## config.mk

```make
export PLATFORM = sky130hd
export DESIGN_NAME = mpmc_ram
export DESIGN_NICKNAME = d
export VERILOG_FILES = /design/src/assert_macros.svh /design/src/mpmc_ram.sv
export SDC_FILE = /design/constraint.sdc
export NUM_CORES = 2
export LEC_CHECK = 0
export ABC_AREA = 0
export BUFFER_PORTS_ARGS = -buffer_cell sky130_fd_sc_hd__buf_2
export CAP_MARGIN = 20
export CORE_ASPECT_RATIO = 0.75
export CORE_MARGIN = 3
export CORE_UTILIZATION = 44
export CTS_CLUSTER_DIAMETER = 60
export CTS_CLUSTER_SIZE = 25
export DETAILED_ROUTE_END_ITERATION = 12
export PLACE_DENSITY = 0.63
export SYNTH_ARGS = -nofsm -noshare
export SYNTH_HDL_FRONTEND = slang
export SYNTH_SLANG_ARGS = --single-unit
```

## constraint.sdc

```tcl
create_clock -name clk -period 2.6 [get_ports clk]
set_input_delay 0.13 -clock clk [delete_from_list [all_inputs] [get_ports clk]]
set_output_delay 0.13 -clock clk [all_outputs]
set_load 0.05 [all_outputs]
```

## src/assert_macros.svh

```systemverilog
// Assertion macros used by the RTL of the pattern match counter.
// No dependencies; define ASSERT_OFF to compile the checks away.
`ifndef ASSERT_MACROS_SVH
`define ASSERT_MACROS_SVH
`ifndef ASSERT_OFF
// Check that a consequent follows from an antecedent on the same edge
`define ASSERT_IMPL(lbl, clk, rst_n, ante, cons, msg) \
    lbl: assert property (@(posedge clk) disable iff (!rst_n) (ante) |-> (cons)) \
        else $error(msg);
// Check that a condition never holds
`define ASSERT_NEVER(lbl, clk, rst_n, cond, msg) \
    lbl: assert property (@(posedge clk) disable iff (!rst_n) !(cond)) \
        else $error(msg);
`else
`define ASSERT_IMPL(lbl, clk, rst_n, ante, cons, msg)
`define ASSERT_NEVER(lbl, clk, rst_n, cond, msg)
`endif
`endif

```

## src/mpmc_ram.sv

```systemverilog
// Simple dual-port synchronous RAM with a registered read, one write port.
// No dependencies; used for every table of the match counter.
module mpmc_ram #(
    parameter int DATA_W = 8,
    parameter int ADDR_W = 8
) (
    input  logic              clk,
    input  logic              we,
    input  logic [ADDR_W-1:0] waddr,
    input  logic [DATA_W-1:0] wdata,
    input  logic              re,
    input  logic [ADDR_W-1:0] raddr,
    output logic [DATA_W-1:0] rdata
);
    logic [DATA_W-1:0] mem [(2**ADDR_W)-1:0];

    // Write port
    always_ff @(posedge clk)
    begin
        if (we)
        begin
            mem[waddr] <= wdata;
        end
    end

    // Registered read port
    always_ff @(posedge clk)
    begin
        if (re)
        begin
            rdata <= mem[raddr];
        end
    end
endmodule

```

# ---- Word-level counts from Yosys, hierarchy flattened
# Memory sizes are Yosys's and may differ from the RTL's. A register that Yosys moved wholly into a read port is not among the register bits.
# Index checks and enable logic that the tools add are counted.
# Widths: inputs -> output; s select.
dict set report op_classes {
  n_mux 2
}
# op n
set ops {}
lappend ops {{$mux 1} 2}
dict set report word_totals {
  regBits 0
  in_bits 27
  out_inout_bits 8
  n_memories 1
  word_cells 3
  ram_bits 2048
}
# memory words width read_ports rd_clocked_by_memory_dff wr line
set mem_list {}
lappend mem_list {mem 256 8 1 1 1 mpmc_ram.sv:15} ;# logic [DATA_W-1:0] mem [(2**ADDR_W)-1:0];

# ---- Longest topological paths before layout
dict set report logic_depth {
  word_depth 2
  mapped_depth 11
  ltp_nobuf 6
}

# ---- Least setup slack after synthesis
# No wires, ideal clock.
dict set report synth_timing {
  path_type {input-to-reg}
  from {input port raddr[0]}
  to {register rdata[2], read port of mem (data pin)}
  arrival_time_ps 1937
  setup_slack_ps 394
  cell_stages 9
  required_ps 2331
  cell_sequence {buf_6 > buf_12 > buf_8 > buf_2 > mux4_2 > a22oi_1 > a21oi_1 > nor4_1 > nor4_2}
}
# element line
set synth_rtl {}
lappend synth_rtl {{start: declaration} mpmc_ram.sv:12} ;# input logic [ADDR_W-1:0] raddr,
lappend synth_rtl {{end: declaration} mpmc_ram.sv:13} ;# output logic [DATA_W-1:0] rdata

==> impl_summary.log <==
[metrics] number of top-level pins: 35
[metrics] start point of the critical path: raddr[0]
[metrics] net count after synthesis: 3,760
[metrics] maximum ir drop on the vdd rail: 669 µV
[metrics] layout cell share with drive strength beyond 1: 30.8%
[metrics] clock tree from TritonCTS: built
[metrics] latest clock arrival within the worst-skew pair: 0.78 ns
[metrics] endpoint of the worst register-to-register path: rdata[5]
[metrics] number of max-slew violations in the final report: 0
[metrics] combinational share of power: 6.3%
[metrics] worst reg-to-reg path cell count: 7
[metrics] wire per inst: 30.2 µm
[metrics] most common cell after layout, fill and taps aside: edfxtp_1
[metrics] clock buffers created by TritonCTS: 112
[metrics] leakage dissipation: 28.8 nW
[metrics] Inst Count DP: 6,535
[metrics] source of the worst hold timing path: waddr[1]
[metrics] leftover overflow at the end of global routing: 0
[metrics] cell-internal power: 47.4 mW
[metrics] Arr. time, crit path: 3.14 ns
[metrics] critical path endpoint category: register
[metrics] count of state elements after synthesis: 2,056
[metrics] DIE AREA: 186,000 µm²
[metrics] failing checks: setup timing
[metrics] Net count, final: 4,305
[metrics] hold-critical path depth: 4
[metrics] Core Region: 179,000 µm²
[metrics] Post-synth EDFFs: 2,056
[metrics] share of synthesized flip-flops with an asynchronous set or reset: 0%
[metrics] buffer depth of the longest clock path: 3
[metrics] Synth Area per Inst: 21.3 µm²
[metrics] switching power as a share of total power: 22.3%
[metrics] maximum number of pins on one net before global-route repair: 109
[metrics] area of all sequential standard cells: 61,700 µm²
[metrics] starting density of the core: 44.5%
[metrics] most frequent cells in the layout: edfxtp_1 (2,056), buf_4 (564), mux4_2 (454)
[metrics] Clk pin slew, worst setup/hold paths: 0.09 ns
[metrics] port bufs: 34
[metrics] post-synthesis cell area: 79,600 µm²
[metrics] clock network fraction of total power: 33.8%
[metrics] DRT antenna net count: 0
[metrics] final-layout fill cell count: 13.9k
[metrics] vias in the first global route: 39.8k
[metrics] RePlAce Congestion: 0.910
[metrics] # rows: 134
[metrics] sum of negative setup slack: -0.0172 ns
[metrics] fraction of the cycle the final worst path needs: 101%
[metrics] number of hold violations in the final report: 0
[metrics] data required time of the critical path: 3.13 ns
[metrics] Detailed Route WL: 204 mm
[metrics] Critical Path Source Type: input port
[metrics] area overhead of the layout relative to synthesis: 14.3%
[metrics] setup slack of the worst register-to-register path: 0.05 ns
[metrics] net switching power figure: 13.6 mW
[metrics] Cells after Synth: 3,733
[metrics] Worst Skew: 0.0295 ns
[metrics] critical path start-end classification: in2reg
[metrics] maximum level of the CTS H-tree: 3
[metrics] pre-CTS setup slack: -1.07 ns
[metrics] post-CTS setup repair buffer count: 0
[metrics] Power Density: 670 nW/µm²
[metrics] reg-to-reg critical path startpoint: mem[43][5]
[metrics] min cycle time layout: 2.62 ns
[metrics] Primary FF master, synth: edfxtp_1
[metrics] final setup fails: 1
[metrics] max_cap viols: 0
[metrics] clock root buffer: clkbuf_16
[metrics] part of the Yosys area used for sequential elements: 77.5%
[metrics] worst rel slew slack: 34.4%
[metrics] number of remaining DRC errors: 0
[metrics] global-route wire length before repair: 294 mm
[metrics] hold crit path type: in2reg
[metrics] smallest setup slack after layout: -0.0172 ns
[metrics] highest clock rate: 382 MHz
[metrics] Critical Path Fanout Max: 20
[metrics] number of antenna violations at the first check in global routing: 16
[metrics] vertical extent of the die: 374 µm
[metrics] status: complete, but fails checks
[metrics] horizontal die dimension: 497 µm
[metrics] Sink Count: 2,056
[metrics] post-synth cell types: 54
[metrics] transition time of the tightest slew-check pin: 0.984 ns
[metrics] first drt pass iteration count: 6
[metrics] Avg Vias per Cell: 6.00
[metrics] DRC violation total after the first TritonRoute iteration: 5,267
[metrics] post-detailed-placement half-perimeter wirelength: 135 mm
[metrics] termination of the worst setup path: rdata[1]
[metrics] count of placed standard cells in the final layout, fillers left out: 6,749
[metrics] number of warnings reported in the yosys synthesis log: 0
[metrics] area occupied by multi-input gates: 16,700 µm²
[metrics] GRT Resource Usage Total: 21.8%
[metrics] via total after detailed routing: 40.5k
[metrics] portion of total power attributed to sequential cells: 59.9%
-- stage by stage --
stage	power (mW)	utilization, %	hold WS, ns	area [µm²]
after floorplan	39.1	-	0.229	79600
after global placement	41.0	48.6	0.601	86900
after detailed placement	41.1	48.6	0.607	86900
after CTS	61.3	50.8	0.0222	90900
after global routing	62.8	50.9	0.0722	91000
final	61.0	50.9	0.112	91000
-- worst min path at each step --
| stage | endpoint | slack [ns] |
|---|---|---|
| after global routing | mem[167][6] | 0.07 |
| after global placement | mem[82][3] | 0.60 |
| after floorplan | mem[0][0] | 0.23 |
| final | mem[167][6] | 0.11 |
| after detailed placement | rdata[5] | 0.61 |
| after CTS | mem[167][6] | 0.02 |
-- per-layer routing --
metal / vias up / share of wire (%) / track usage (%)
li1: 16700 / - / -
met1: 21500 / 42 / 33.4
met2: 2029 / 45 / 32.0
met3: 265 / 10 / 4.56
met4: 2 / 2.6 / 5.54
met5: - / 0.0064 / 0
-- power groups by stage --
| stage | combinational (mW) | sequential (mW) | clock (mW) |
|---|---|---|---|
| after floorplan | 1.78 | 37.3 | 0 |
| after global placement | 3.75 | 37.3 | 0 |
| after detailed placement | 3.80 | 37.3 | 0 |
| after CTS | 3.83 | 36.5 | 21.0 |
| after global routing | 4.05 | 36.5 | 22.2 |
| final | 3.84 | 36.5 | 20.6 |
-- cell families (layout without fill, tap and decap cells) --
logic type | Yosys count | count (layout) | share of synthesized area, %
AOI/OAI and AO/OA | 385 | 385 | 3.42
buffers and inverters | 235 | 863 | 1.83
DFF | 2056 | 2056 | 77.5
muxes | 591 | 591 | 14.6
other | 0 | 8 | 0
and+or+nand+nor | 466 | 466 | 2.63
-- area by class of cell --
| type | count | area share (%) |
|---|---|---|
| clock buffer | 117 | 3.15 |
| tap | 2380 | 3.27 |
| antenna | 8 | 0.0220 |
| timing repair buffer | 664 | 6.32 |
| multi-input combinational | 1442 | 18.3 |
| inverter | 2 | 0.00825 |
| sequential | 2056 | 67.8 |
| clock inverter | 80 | 1.09 |
-- sequential cells by signal, indices dropped and copies added (netlist names) --
signal  count
mem      2048
rdata       8
-- synth_stat cells (2+ instances only) --
master	n	area, µm²
a221oi_1	13	114
nand2_1	33	124
buf_2	31	155
o21ai_1	2	10.0
mux4_2	454	10200
o21ai_0	10	50.1
nor4_2	3	37.5
a311oi_1	2	17.5
nor3_1	22	110
nand3b_1	2	15.0
and2_1	6	37.5
buf_12	8	160
nand4_1	10	62.6
a22o_1	8	70.1
o22ai_1	28	175
buf_4	27	203
nor2b_1	31	194
edfxtp_1	2056	61700
nor2_1	282	1060
clkbuf_1	111	417
a22oi_1	133	998
a31oi_1	2	12.5
a21oi_1	96	480
nand2b_1	8	50.1
nor4_1	24	150
buf_1	22	82.6
nand3_1	34	170
a2111oi_1	2	20.0
mux2i_1	134	1340
o22a_1	5	43.8
o211ai_1	10	75.1
buf_6	21	236
mux4_1	2	52.6
a211oi_1	16	120
o32ai_1	4	35.0
a2111oi_0	2	17.5
or2_2	4	25.0
and3b_1	2	17.5
o221ai_1	46	403
buf_8	13	195
-- critical path: stages --
cell	delay (ns)
buf_8	0.25
buf_4	0.19
buf_12	0.19
buf_4	0.19
buf_4	0.24
mux2i_1	0.32
o22ai_1	0.19
o21ai_0	0.22
nand3_1	0.21
nor4_2	0.68
buf_4	0.23
nor4_1	0.04
-- timing repair --
item / 4_1_cts / 5_1_grt
setup endpoints to repair: 8 / 6
cloned: 0 / 0
hold endpoints to repair: 657 / 0
pin swaps: 2 / 7
resized for setup: 13 / 16
hold buffers: 9 / 0
Note: power is estimated with default switching activity, not from simulation.
